**config.mk**
```make
export PLATFORM = sky130hd
export DESIGN_NAME = bis_ctrl
export DESIGN_NICKNAME = d
export VERILOG_FILES = /design/src/bis_pkg.sv /design/src/bis_ctrl.sv
export VERILOG_INCLUDE_DIRS = /design/src /design/src/src
export SDC_FILE = /design/constraint.sdc
export NUM_CORES = 1
export LEC_CHECK = 0
export BUFFER_PORTS_ARGS = -buffer_cell sky130_fd_sc_hd__buf_2
export CORE_MARGIN = 8
export CORE_UTILIZATION = 40
export CTS_CLUSTER_DIAMETER = 150
export DETAILED_ROUTE_END_ITERATION = 10
export PLACE_DENSITY = 0.79
export SLEW_MARGIN = 30
export SYNTH_ARGS = -nofsm -noshare
export SYNTH_HDL_FRONTEND = slang
export SYNTH_SLANG_ARGS = --single-unit
```
**constraint.sdc**
```tcl
create_clock -name clk -period 4 [get_ports clk]
set_clock_uncertainty 0.1 [all_clocks]
set_input_delay 0.2 -clock clk [delete_from_list [all_inputs] [get_ports clk]]
set_output_delay 0.2 -clock clk [all_outputs]
set_load 0.005 [all_outputs]
```
**src/bounded_integer_stack_assert.svh**
```systemverilog
// Assertion macros for the stack RTL (used in bis_ctrl).
// No dependencies.
`ifndef BOUNDED_INTEGER_STACK_ASSERT_SVH
`define BOUNDED_INTEGER_STACK_ASSERT_SVH

// same-cycle implication
`define BIS_ASSERT_IMP(label, clk, rst, ante, cons) \
  label: assert property (@(posedge clk) disable iff (rst) (ante) |-> (cons)) \
    else $error("assertion failed: same-cycle implication");

// next-cycle implication
`define BIS_ASSERT_NXT(label, clk, rst, ante, cons) \
  label: assert property (@(posedge clk) disable iff (rst) (ante) |=> (cons)) \
    else $error("assertion failed: next-cycle implication");

`endif

```
**src/bis_pkg.sv**
```systemverilog
// Package for the bounded integer stack: sizes, command codes, memory
// request and response structs. No dependencies.
package bis_pkg;

  localparam int DEPTH      = 1024;
  localparam int IDX_W      = $clog2(DEPTH);
  localparam int ROW_W      = IDX_W - 1;
  localparam int BANK_DEPTH = DEPTH / 2;
  localparam int SIZE_W     = 11;
  localparam int DATA_W     = 32;
  localparam int CMD_W      = 4;
  localparam int APB_AW     = 3;

  localparam logic [SIZE_W-1:0] CAP_RESET    = 11'd1024;
  localparam logic              REG_CAPACITY = 1'b0;

  typedef enum logic [CMD_W-1:0] {
    CMD_PUSH     = 4'd0,
    CMD_PUSH2    = 4'd1,
    CMD_POP      = 4'd2,
    CMD_POP2     = 4'd3,
    CMD_TOP      = 4'd4,
    CMD_GET      = 4'd5,
    CMD_SET      = 4'd6,
    CMD_CLEAR    = 4'd7,
    CMD_SET_SIZE = 4'd8
  } cmd_t;

  typedef struct packed {
    logic              we_even;
    logic              we_odd;
    logic [ROW_W-1:0]  wrow_even;
    logic [ROW_W-1:0]  wrow_odd;
    logic [DATA_W-1:0] wdata_even;
    logic [DATA_W-1:0] wdata_odd;
    logic              re;
    logic [ROW_W-1:0]  rrow_even;
    logic [ROW_W-1:0]  rrow_odd;
  } mem_req_t;

  typedef struct packed {
    logic              valid;
    logic              status;
    logic              a_mem;
    logic              b_mem;
    logic              a_odd;
    logic [DATA_W-1:0] a_val;
    logic [SIZE_W-1:0] size;
  } resp_t;

endpackage

```
**src/bis_ctrl.sv**
```systemverilog
// Command decode, fill register and bank request generation for the stack.
// Depends on bis_pkg and bounded_integer_stack_assert.svh.
`include "bounded_integer_stack_assert.svh"

module bis_ctrl import bis_pkg::*; (
  input  logic                     clk,
  input  logic                     rst,
  input  logic                     accept,
  input  logic [CMD_W-1:0]         command,
  input  logic signed [DATA_W-1:0] value_a,
  input  logic signed [DATA_W-1:0] value_b,
  input  logic [SIZE_W-1:0]        position,
  input  logic [SIZE_W-1:0]        capacity,
  output mem_req_t                 req,
  output resp_t                    resp
);

  logic [SIZE_W-1:0] fill;
  logic [SIZE_W-1:0] fill_next;
  logic [SIZE_W-1:0] cap_eff;
  logic [SIZE_W:0]   fill_plus2;
  logic [SIZE_W-1:0] fill_m1;
  logic [SIZE_W-1:0] fill_m2;
  logic              refused;
  logic              wr0;
  logic              wr1;
  logic              rd_a;
  logic              rd_b;
  logic [IDX_W-1:0]  w0;
  logic [IDX_W-1:0]  w1;
  logic [IDX_W-1:0]  ea;
  logic [IDX_W-1:0]  eb;
  logic [DATA_W-1:0] a_val;
  logic              go;

  assign cap_eff    = (capacity > SIZE_W'(DEPTH)) ? SIZE_W'(DEPTH) : capacity;
  assign fill_plus2 = {1'b0, fill} + (SIZE_W+1)'(2);
  assign fill_m1    = fill - SIZE_W'(1);
  assign fill_m2    = fill - SIZE_W'(2);

  always_comb begin
    refused   = 1'b0;
    fill_next = fill;
    wr0       = 1'b0;
    wr1       = 1'b0;
    rd_a      = 1'b0;
    rd_b      = 1'b0;
    w0        = fill[IDX_W-1:0];
    ea        = fill_m1[IDX_W-1:0];
    a_val     = '0;
    case (cmd_t'(command))
      CMD_PUSH: begin
        if (fill >= cap_eff) begin
          refused = 1'b1;
        end else begin
          wr0       = 1'b1;
          fill_next = fill + SIZE_W'(1);
        end
      end
      CMD_PUSH2: begin
        if (fill_plus2 > {1'b0, cap_eff}) begin
          refused = 1'b1;
        end else begin
          wr0       = 1'b1;
          wr1       = 1'b1;
          fill_next = fill_plus2[SIZE_W-1:0];
        end
      end
      CMD_POP: begin
        if (fill == '0) begin
          refused = 1'b1;
        end else begin
          rd_a      = 1'b1;
          fill_next = fill_m1;
        end
      end
      CMD_POP2: begin
        if (fill < SIZE_W'(2)) begin
          refused = 1'b1;
        end else begin
          rd_a      = 1'b1;
          rd_b      = 1'b1;
          ea        = fill_m2[IDX_W-1:0];
          fill_next = fill_m2;
        end
      end
      CMD_TOP: begin
        if (fill == '0) begin
          refused = 1'b1;
        end else begin
          rd_a = 1'b1;
        end
      end
      CMD_GET: begin
        if (position >= fill) begin
          refused = 1'b1;
        end else begin
          rd_a = 1'b1;
          ea   = position[IDX_W-1:0];
        end
      end
      CMD_SET: begin
        if (position >= fill) begin
          refused = 1'b1;
        end else begin
          wr0   = 1'b1;
          w0    = position[IDX_W-1:0];
          a_val = value_a;
        end
      end
      CMD_CLEAR: begin
        fill_next = '0;
      end
      CMD_SET_SIZE: begin
        if (position > cap_eff) begin
          refused = 1'b1;
        end else begin
          fill_next = position;
        end
      end
      default: begin
        refused = 1'b1;
      end
    endcase
  end

  // entries alternate banks: bit 0 picks the bank, the rest the row
  assign go = accept & ~refused;
  assign w1 = w0 + IDX_W'(1);
  assign eb = ea + IDX_W'(1);

  always_comb begin
    req.we_even    = go & ((wr0 & ~w0[0]) | (wr1 & ~w1[0]));
    req.we_odd     = go & ((wr0 & w0[0]) | (wr1 & w1[0]));
    req.wrow_even  = w0[0] ? w1[IDX_W-1:1] : w0[IDX_W-1:1];
    req.wrow_odd   = w0[0] ? w0[IDX_W-1:1] : w1[IDX_W-1:1];
    req.wdata_even = w0[0] ? value_b : value_a;
    req.wdata_odd  = w0[0] ? value_a : value_b;
    req.re         = go & rd_a;
    req.rrow_even  = ea[0] ? eb[IDX_W-1:1] : ea[IDX_W-1:1];
    req.rrow_odd   = ea[0] ? ea[IDX_W-1:1] : eb[IDX_W-1:1];
  end

  always_ff @(posedge clk) begin
    if (rst) begin
      fill       <= '0;
      resp.valid <= 1'b0;
    end else begin
      resp.valid <= accept;
      if (accept) begin
        fill <= fill_next;
      end
    end
    if (accept) begin
      resp.status <= refused;
      resp.a_mem  <= go & rd_a;
      resp.b_mem  <= go & rd_b;
      resp.a_odd  <= ea[0];
      resp.a_val  <= a_val;
      resp.size   <= fill_next;
    end
  end

  `BIS_ASSERT_IMP(a_fill_bound, clk, rst, 1'b1, fill <= SIZE_W'(DEPTH))
  `BIS_ASSERT_NXT(a_result_follows, clk, rst, accept, resp.valid)
  `BIS_ASSERT_NXT(a_refused_keeps_fill, clk, rst, accept && refused, fill == $past(fill))
  `BIS_ASSERT_IMP(a_write_needs_go, clk, rst, req.we_even || req.we_odd, accept && !refused)

endmodule

```
==> impl_metrics.json, run 1 <==
{
  "crit_fanout": 6,
  "final_cells": 1299,
  "cts.clk_slew.worst_paths_ns": 0.06,
  "fp.dieH_um": 141,
  "synth-seq-cells": 59,
  "synth_edf_count": 47,
  "synth_flop_cell": "edfxtp_1",
  "portBuffers": 243,
  "cp.depth": 12,
  "crit_path_start": "fill[9]",
  "power_density_nw_per_um2": 308,
  "period_needed_ns": 3.83,
  "start_kind": "flip-flop",
  "slowest_stage": "dfxtp_2",
  "nNetsFinal": 1251,
  "switching_share_pct": 36.2,
  "slew_viol_final": 0,
  "synth_warnings": 0,
  "endpoint_kind": "output pin",
  "worstSkewPairLatency_ns": 0.33,
  "dr_wl_met2_mm": 12.2,
  "setup.worst_path.class": "flip-flop to output pin",
  "wl_per_cell_um": 20.2,
  "gpl.final_weighted_congestion": 1.07,
  "grt_pass1_wl_mm": 39.0,
  "reg2reg_from": "fill[1]",
  "antenna_cells": 0,
  "cts_buffer_depth": 2,
  "cts_max_level": 3,
  "globalRouteTotalUtil_pct": 24.8,
  "ys_types": 75,
  "cts_buffers": 9,
  "rr_endpoint": "resp[5]",
  "drive_gt1_share_pct": 31.9,
  "fp-row-count": 45,
  "path_buf_inv": 3,
  "regArea_sq_um": 1660,
  "hp-start": "value_a[6]",
  "antenna_found_initial": 0,
  "vias_per_cell": 5.72,
  "p_seq_share_pct": 28.4,
  "initial_core_util_pct": 41.0,
  "hold_violations": 0,
  "crit_top_cell": "ha_1",
  "syn_area_per_cell_sq_um": 7.33,
  "period_share_pct": 95.6,
  "max_slew_margin_pct": 56.7,
  "holdWs_ns": 0.0814,
  "power.share.clock_pct": 29.8,
  "top_layer": "met4",
  "first_global_vias": 6801,
  "rsz0062_at_grt": "no",
  "cts_sinks": 59,
  "cts_tree": "built",
  "synth_fp_nets": 995,
  "core-area_sq_um": 15200,
  "fillers": 1458,
  "crit_chain": "clkinv_1, ha_1, o21a_1, a21oi_2, buf_4, o211ai_2, a22o_4, and2_1, a221o_1, ha_1, or2_2, buf_2",
  "drt-total-wl_mm": 26.2,
  "area_growth_pct": 32.1,
  "required_ns": 3.70,
  "rrSetupSlack_ns": 0.33,
  "crit_arrival_ns": 3.53,
  "syn-cell-area_sq_um": 6230,
  "p_leak_nw": 4.10,
  "ir_drop_v": 0.000231,
  "drv_cap": 0,
  "pwr-share-comb_pct": 41.8,
  "power_mw": 2.54,
  "synth_seq_area_share_pct": 26.5,
  "grt-ovfl-total": 0,
  "wl_met3_mm": 2.82,
  "vias": 7425,
  "postRouteAntennaNets": 0,
  "finalSetupTns_ns": 0,
  "multi_input_area_sq_um": 4340,
  "dieArea_sq_um": 19800,
  "dpl.hpwl_mm": 21.1,
  "p_int_mw": 1.62,
  "synthArstFlopShare_pct": 0,
  "setup_viol": 0,
  "boundaryPins": 244,
  "crit_end": "req[0]",
  "syn_inst": 850,
  "wl_met1_mm": 10.3,
  "max_freq_mhz": 261,
  "critical-path-max-stage-delay_ns": 0.42,
  "status": "completed",
  "grt_max_degree": 69,
  "drc": 0,
  "cp_top_family": "compound AO/OA/AOI/OAI gates",
  "cts_root_buf": "clkbuf_16",
  "worst_pin_slew_ns": 0.650,
  "dp_cells": 1278,
  "hp-class": "input pin to flip-flop",
  "die_w_um": 141,
  "drt_iter0_markers": 633,
  "cts_hold_buffers": 0,
  "p_switching_uw": 920,
  "dr.pass1.iters": 5,
  "r2r_cells": 16
}
[cell families (layout without fill, tap and decap cells)]
family	after synthesis	count (layout)	synth area share, %
AND/OR/NAND/NOR	452	452	33.2
AO/OA/AOI/OAI	167	167	18.4
buffers and inverters	73	334	4.70
flip-flops	59	59	26.5
adder cells (fa/ha/maj)	52	52	10.4
XOR/XNOR	43	43	6.05
multiplexers	4	4	0.683
[synth_stat cells (all sizes together) (7+ instances only)]
master	n	area [sq um]
inv	21	78.8
a22oi	8	60.1
o21ai	38	190
nand4	14	87.6
xor2	19	166
a21oi	32	160
o21a	7	52.6
and3	7	43.8
edfxtp	47	1410
a21o	16	120
o22ai	8	50.1
xnor2	24	210
nor2	51	199
clkbuf	32	120
nor3	15	85.1
and2	35	219
dfxtp	12	240
or2	7	43.8
nand2	263	990
nor2b	8	50.1
ha	52	651
a221oi	7	67.6
buf	14	71.3
nand3	29	150
[metrics by stage]
stage / setup WS (ns) / util (%) / instance area (sq um)
2_1_floorplan: 0.0511 / - / 6230
3_3_place_gp: 0.205 / 51.5 / 7830
5_1_grt: 0.00212 / 54.1 / 8230
3_5_place_dp: 0.177 / 51.5 / 7830
6_report: 0.174 / 54.1 / 8230
4_1_cts: 0.0204 / 53.7 / 8160
[layer usage]
| layer | GRT usage [%] | vias to the layer above |
|---|---|---|
| met4 | 8.14 | 0 |
| li1 | - | 3493 |
| met3 | 7.77 | 81 |
| met5 | 0 | - |
| met1 | 30.0 | 3432 |
| met2 | 41.2 | 419 |
[what timing repair did]
action / in CTS / in global routing
buffers inserted: 3 / 2
resized for setup: 5 / 19
endpoints found under the setup margin: 6 / 33
pin swaps: 2 / 2
[cell usage in the layout (no fill, tap or decap), drive strengths merged, types with 7 or more instances in the layout]
| cell type | synthesis | layout |
|---|---|---|
| buf | 14 | 291 |
| nand2 | 263 | 263 |
| ha | 52 | 52 |
| nor2 | 51 | 51 |
| edfxtp | 47 | 47 |
| o21ai | 38 | 38 |
| and2 | 35 | 35 |
| a21oi | 32 | 32 |
| nand3 | 29 | 29 |
| inv | 21 | 26 |
| xnor2 | 24 | 24 |
| xor2 | 19 | 19 |
| a21o | 16 | 16 |
| nor3 | 15 | 15 |
| nand4 | 14 | 14 |
| clkbuf | 32 | 12 |
| dfxtp | 12 | 12 |
| nor2b | 8 | 8 |
| a22oi | 8 | 8 |
| o22ai | 8 | 8 |
| o21a | 7 | 7 |
| and3 | 7 | 7 |
| or2 | 7 | 7 |
| a221oi | 7 | 7 |
[power by group through the flow]
| stage | Combinational (mW) | Sequential (mW) | Clock, mW |
|---|---|---|---|
| 3_5_place_dp | 1.04 | 0.730 | 0 |
| 6_report | 1.06 | 0.721 | 0.758 |
| 3_3_place_gp | 1.03 | 0.729 | 0 |
| 2_1_floorplan | 0.574 | 0.730 | 0 |
| 5_1_grt | 1.16 | 0.724 | 0.796 |
| 4_1_cts | 1.04 | 0.720 | 0.769 |
[final cells by class]
type                            instances  area share [%]
Multi-Input combinational cell        718            52.8
Sequential cell                        59            20.2
Timing Repair Buffer                  291            19.4
Clock buffer                           12            3.25
Tap cell                              188            2.86
Inverter                               27            1.23
Clock inverter                          4           0.350
[state kept, by name, indices dropped and copies added, names as in the netlist]
register / count
resp: 48
fill: 11
[worst min path at each step]
stage,to,slack [ns],depth (start not counted)
after floorplan,resp[0],0.21,0
after global placement,resp[27],0.41,2
after detailed placement,resp[17],0.41,2
after CTS,resp[17],0.08,2
after global routing,resp[17],0.08,2
final,resp[17],0.08,2
Power figures use the tool's default switching activity.
==> inputs of run 2 (changes only) <==
--- a/config.mk
+++ b/config.mk
@@ -9,9 +9,11 @@
 export BUFFER_PORTS_ARGS = -buffer_cell sky130_fd_sc_hd__buf_2
 export CORE_MARGIN = 8
 export CORE_UTILIZATION = 40
+export CTS_BUF_LIST = sky130_fd_sc_hd__clkbuf_8
 export CTS_CLUSTER_DIAMETER = 150
 export DETAILED_ROUTE_END_ITERATION = 10
 export PLACE_DENSITY = 0.79
+export RECOVER_POWER = 25
 export SLEW_MARGIN = 30
 export SYNTH_ARGS = -nofsm -noshare
 export SYNTH_HDL_FRONTEND = slang
==> run 2 against run 1 <==
  * The flow now finishes with violations (max-capacitance violations, max-slew violations)
  * Clock power decreased by 26%
  * Worst setup slack got worse by 0.0092 ns
  * Wire length about the same
  * Core utilization decreased by 1.1 points
  * Sequential cell count unchanged
  * Critical endpoint unchanged
  * Largest power group unchanged
  * Highest routed layer unchanged
==> impl_metrics.json, run 2 (synthesis results as in run 1) <==
{
  "cts_buffer_depth": 2,
  "crit_top_cell": "ha_1",
  "cts_hold_buffers": 0,
  "crit_chain": "clkinv_1, ha_1, o21a_1, a21oi_2, buf_4, o211ai_2, a22o_4, and2_1, a221o_1, ha_1, or2_2, buf_2",
  "final_cell_mix": "nand2_1 (261), buf_2 (203), ha_1 (51), nor2_1 (47), edfxtp_1 (47)",
  "postRouteAntennaNets": 0,
  "setup_viol": 0,
  "multi_input_area_sq_um": 4340,
  "finalSetupTns_ns": 0,
  "final_common_cell": "nand2_1",
  "setup_ws_ns": 0.165,
  "start_kind": "flip-flop",
  "hold_violations": 0,
  "cts_root_buf": "clkbuf_8",
  "vias_per_cell": 5.66,
  "grt_pass1_wl_mm": 39.0,
  "required_ns": 3.70,
  "die_w_um": 141,
  "worstSkewPairLatency_ns": 0.35,
  "fp-row-count": 45,
  "ir_drop_v": 0.000218,
  "crit_arrival_ns": 3.54,
  "dpl.hpwl_mm": 21.1,
  "cts.clk_slew.worst_paths_ns": 0.07,
  "post_dp_cell_area_sq_um": 7830,
  "grt_max_degree": 69,
  "dp_cells": 1278,
  "power_density_nw_per_um2": 289,
  "critical-path-max-stage-delay_ns": 0.42,
  "drt_iter0_markers": 725,
  "first_global_vias": 6793,
  "grt-ovfl-total": 0,
  "portBuffers": 243,
  "drive_gt1_share_pct": 28.0,
  "fp.dieH_um": 141,
  "drv_cap": 1,
  "cts_buffers": 9,
  "regMostFlops": "resp",
  "regArea_sq_um": 1660,
  "gpl.final_weighted_congestion": 1.07,
  "cts_sinks": 59,
  "reg_top3": "resp (48), fill (11)",
  "crit_fanout": 6,
  "status": "finished, violations left",
  "max_slew_margin_pct": -51.1,
  "period_needed_ns": 3.84,
  "dr.pass1.iters": 6,
  "boundaryPins": 244,
  "r2r_cells": 16,
  "fillers": 1499,
  "antenna_found_initial": 0,
  "drc": 0,
  "area_growth_pct": 29.6,
  "dp_slack_ns": 0.177,
  "utilization_pct": 53.1,
  "cts_max_level": 3,
  "setup.worst_path.class": "flip-flop to output pin",
  "wl_per_cell_um": 20.2,
  "post-route-cell-area_sq_um": 8070,
  "antenna_cells": 0,
  "initial_core_util_pct": 41.0,
  "core-area_sq_um": 15200,
  "final_cells": 1298,
  "nNetsFinal": 1250,
  "cts_tree": "built",
  "hp-class": "input pin to flip-flop",
  "endpoint_kind": "output pin",
  "p_leak_nw": 3.93,
  "vias": 7349,
  "dieArea_sq_um": 19800,
  "hold_depth": 2,
  "drt-total-wl_mm": 26.2,
  "slew_viol_final": 44,
  "max_freq_mhz": 261,
  "period_share_pct": 95.9,
  "globalRouteTotalUtil_pct": 25.0,
  "violations": "max-capacitance violations, max-slew violations",
  "slowest_stage": "dfxtp_2",
  "largest_register_ffs": 48,
  "worst_pin_slew_ns": 2.27
}
==> run 2: cell count changes in the layout (fill, tap and decap cells not counted), sizes merged <==
cell | previous run | this run
inv | 26 | 27
bufinv | 0 | 1
clkbuf | 12 | 51
buf | 291 | 249
==> run 2: cell type report <==
type | count | share of cell area, %
Tap cell | 188 | 2.92
Sequential cell | 59 | 20.6
Multi-Input combinational cell | 718 | 53.8
Clock buffer | 10 | 1.71
Inverter | 27 | 1.26
Clock inverter | 6 | 0.775
Timing Repair Buffer | 290 | 19.0
==> run 2: critical path, delay by kind of cell (launching register included) <==
| kind | cells | cell delay (ns) |
|---|---|---|
| AOI/OAI and AO/OA | 5 | 1.23 |
| adders and majority gates | 2 | 0.62 |
| and+or+nand+nor | 2 | 0.48 |
| buffers and inverters | 3 | 0.42 |
| DFF | 1 | 0.42 |
==> run 2: through the flow <==
step	hold WS [ns]	power [mW]
6_report	0.0631	2.33
5_1_grt	0.0577	2.47
4_1_cts	0.0374	2.33
3_5_place_dp	0.412	1.77
3_3_place_gp	0.407	1.75
2_1_floorplan	0.212	1.30
==> run 2: where the power goes <==
part,switching (mW),internal [mW]
sequential,0.0205,0.701
combinational,0.619,0.435
clock,0.253,0.305
==> run 2: timing repair <==
action	in CTS	in global routing
setup endpoints to repair	10	29
gates cloned	0	0
setup buffers	3	1
pin swaps	2	3
resized for setup	9	16
==> run 2: path summary, 6_finish.rpt <==
path,slack [ns],to,from
setup / recovery,0.16,req[0],fill[9]
hold / removal,0.06,resp[17],value_a[6]
setup reg to reg,0.37,resp[6],fill[1]
hold reg to reg,0.43,fill[2],fill[2]
==> run 2: routing by layer <==
layer	vias up	GRT usage [%]	routed length (um)
li1	3494	-	-
met1	3367	30.0	10200
met2	411	41.3	12400
met3	77	7.73	2770
met4	0	8.77	847
met5	-	0	0
==> inputs of run 3 (changes only) <==
--- a/config.mk
+++ b/config.mk
@@ -12,6 +12,7 @@
 export CTS_BUF_LIST = sky130_fd_sc_hd__clkbuf_8
 export CTS_CLUSTER_DIAMETER = 150
 export DETAILED_ROUTE_END_ITERATION = 10
+export MAX_ROUTING_LAYER = met4
 export PLACE_DENSITY = 0.79
 export RECOVER_POWER = 25
 export SLEW_MARGIN = 30
==> run 3 against run 2 <==
  * The flow still finishes with violations (max-capacitance violations, max-slew violations)
  * Via count rose by 0.99%
  * Die area did not move
  * Sequential share of layout area rose by 0.084 points
  * Non-clock buffer count rose by 3
  * Sequential cell count did not move
  * Total power fell by 4.8%
  * Register-to-register slack got worse by 0.15 ns
  * Critical path type unchanged
==> impl_metrics.json, run 3 (synthesis results as in run 1) <==
{
  "holdWs_ns": 0.0771,
  "ir_drop_v": 0.000210,
  "dp_cells": 1281,
  "reg2reg_from": "fill[2]",
  "rrSetupSlack_ns": 0.22,
  "largest_register_ffs": 48,
  "cts_buffer_depth": 2,
  "power.share.clock_pct": 20.0,
  "grt_pass1_wl_mm": 40.0,
  "dpl.hpwl_mm": 21.3,
  "grt.met3_usage_pct": 5.37,
  "cts_buffers": 9,
  "drt-total-wl_mm": 26.3,
  "required_ns": 3.70,
  "period_needed_ns": 3.86,
  "hold_violations": 0,
  "crit_fanout": 7,
  "dieArea_sq_um": 19800,
  "use_met1_pct": 31.9,
  "finalSetupTns_ns": 0,
  "dp_slack_ns": 0.161,
  "grtUsageMet2_pct": 42.1,
  "initial_core_util_pct": 41.0,
  "crit_chain": "buf_4, nand3_1, nor2_1, xnor2_1, ha_1, nand3_1, nor2_1, a221oi_1, o21ai_0, o22a_1, o21ai_1, nand4_1, buf_4, a21oi_1, buf_2",
  "cts_max_level": 3,
  "postRouteAntennaNets": 0,
  "p_seq_share_pct": 32.3,
  "worstSkewPairLatency_ns": 0.33,
  "utilization_pct": 52.8,
  "nNetsFinal": 1253,
  "hp-class": "input pin to flip-flop",
  "area_growth_pct": 28.9,
  "cp_top_family": "compound AO/OA/AOI/OAI gates",
  "vias": 7422,
  "crit_arrival_ns": 3.56,
  "violations": "max-capacitance violations, max-slew violations",
  "setup.worst_path.class": "flip-flop to output pin",
  "hp-start": "value_a[16]",
  "cts_root_buf": "clkbuf_8",
  "worst_pin_slew_ns": 2.45,
  "critical-path-max-stage-delay_ns": 0.35,
  "drt_iter0_markers": 723,
  "cts.clk_slew.worst_paths_ns": 0.06,
  "dr.pass1.iters": 5,
  "core-area_sq_um": 15200,
  "status": "finished, violations left",
  "rsz0062_at_grt": "no",
  "max_freq_mhz": 259,
  "antenna_cells": 0,
  "switching_share_pct": 39.3,
  "drv_cap": 1,
  "p_switching_uw": 874,
  "fp.dieH_um": 141,
  "pwr-share-comb_pct": 47.7,
  "cts_sinks": 59,
  "busiest_layer": "met2",
  "slowest_stage": "dfxtp_1",
  "hold_depth": 2,
  "power_density_nw_per_um2": 277,
  "start_kind": "flip-flop",
  "cts_tree": "built",
  "first_global_vias": 6990,
  "grt_max_degree": 69,
  "regMostFlops": "resp",
  "setup_viol": 0,
  "p_leak_nw": 3.91,
  "rr_endpoint": "resp[2]",
  "drive_gt1_share_pct": 27.5,
  "vias_per_cell": 5.70,
  "period_share_pct": 96.5,
  "path_buf_inv": 3,
  "setup_ws_ns": 0.140,
  "final_cells": 1301,
  "max_slew_margin_pct": -63.6,
  "antenna_found_initial": 0,
  "endpoint_kind": "output pin",
  "die_w_um": 141,
  "whs_endpoint": "resp[27]",
  "slew_viol_final": 46,
  "grt-ovfl-total": 0,
  "portBuffers": 243,
  "gpl.final_weighted_congestion": 1.06,
  "globalRouteTotalUtil_pct": 26.0,
  "drc": 0,
  "wl_per_cell_um": 20.2,
  "final_cell_mix": "nand2_1 (261), buf_2 (198), ha_1 (51), buf_4 (48)",
  "boundaryPins": 244,
  "reg_top3": "resp (48), fill (11)",
  "r2r_cells": 15,
  "final_common_cell": "nand2_1",
  "p_int_mw": 1.35,
  "fp-row-count": 45
}
run 3: layout make-up:
class / instances / area (sq um)
multi-input combinational: 718 / 4340
timing repair buffer: 293 / 1540
fill: 1528 / 7170
sequential: 59 / 1660
tap: 188 / 235
clock inverter: 7 / 31.3
inverter: 27 / 101
clock buffer: 9 / 124
run 3: power by group through the flow:
stage	sequential (mW)	clock [mW]	combinational (mW)
global placement	0.726	0	1.03
finish	0.717	0.444	1.06
global route	0.721	0.483	1.16
detailed placement	0.727	0	1.04
floorplan	0.730	0	0.574
CTS	0.714	0.456	1.05
run 3: what timing repair did:
| item | 4_1_cts | 5_1_grt |
|---|---|---|
| hold buffers | 0 | 0 |
| pin swaps | 1 | 2 |
| endpoints found under the setup margin | 5 | 33 |
| gates resized for setup | 2 | 22 |
| cloned | 0 | 0 |
| buffers inserted | 1 | 3 |
run 3: how the worst max path moves through the flow:
stage	from	end	slack, ns	depth (start not counted)
finish	fill[2]	req[101]	0.14	15
global route	fill[2]	req[101]	0.002	17
CTS	fill[5]	req[99]	0.003	15
detailed placement	fill[2]	resp[2]	0.16	16
global placement	fill[2]	resp[2]	0.11	15
floorplan	fill[4]	req[99]	0.05	20
run 3: through the flow:
| step | cell area, sq um | power [mW] |
|---|---|---|
| 4_1_cts | 8010 | 2.22 |
| 3_5_place_dp | 7840 | 1.77 |
| 5_1_grt | 8030 | 2.36 |
| 6_report | 8030 | 2.22 |
| 2_1_floorplan | 6230 | 1.30 |
| 3_3_place_gp | 7840 | 1.76 |
run 3: routing by layer:
metal / share of wire (%) / wire length [um] / vias to the layer above
met4: 3.0 / 786 / 0
li1: - / - / 3495
met1: 41 / 10700 / 3431
met2: 46 / 12200 / 429
met3: 9.9 / 2600 / 67
met5: 0 / 0 / -
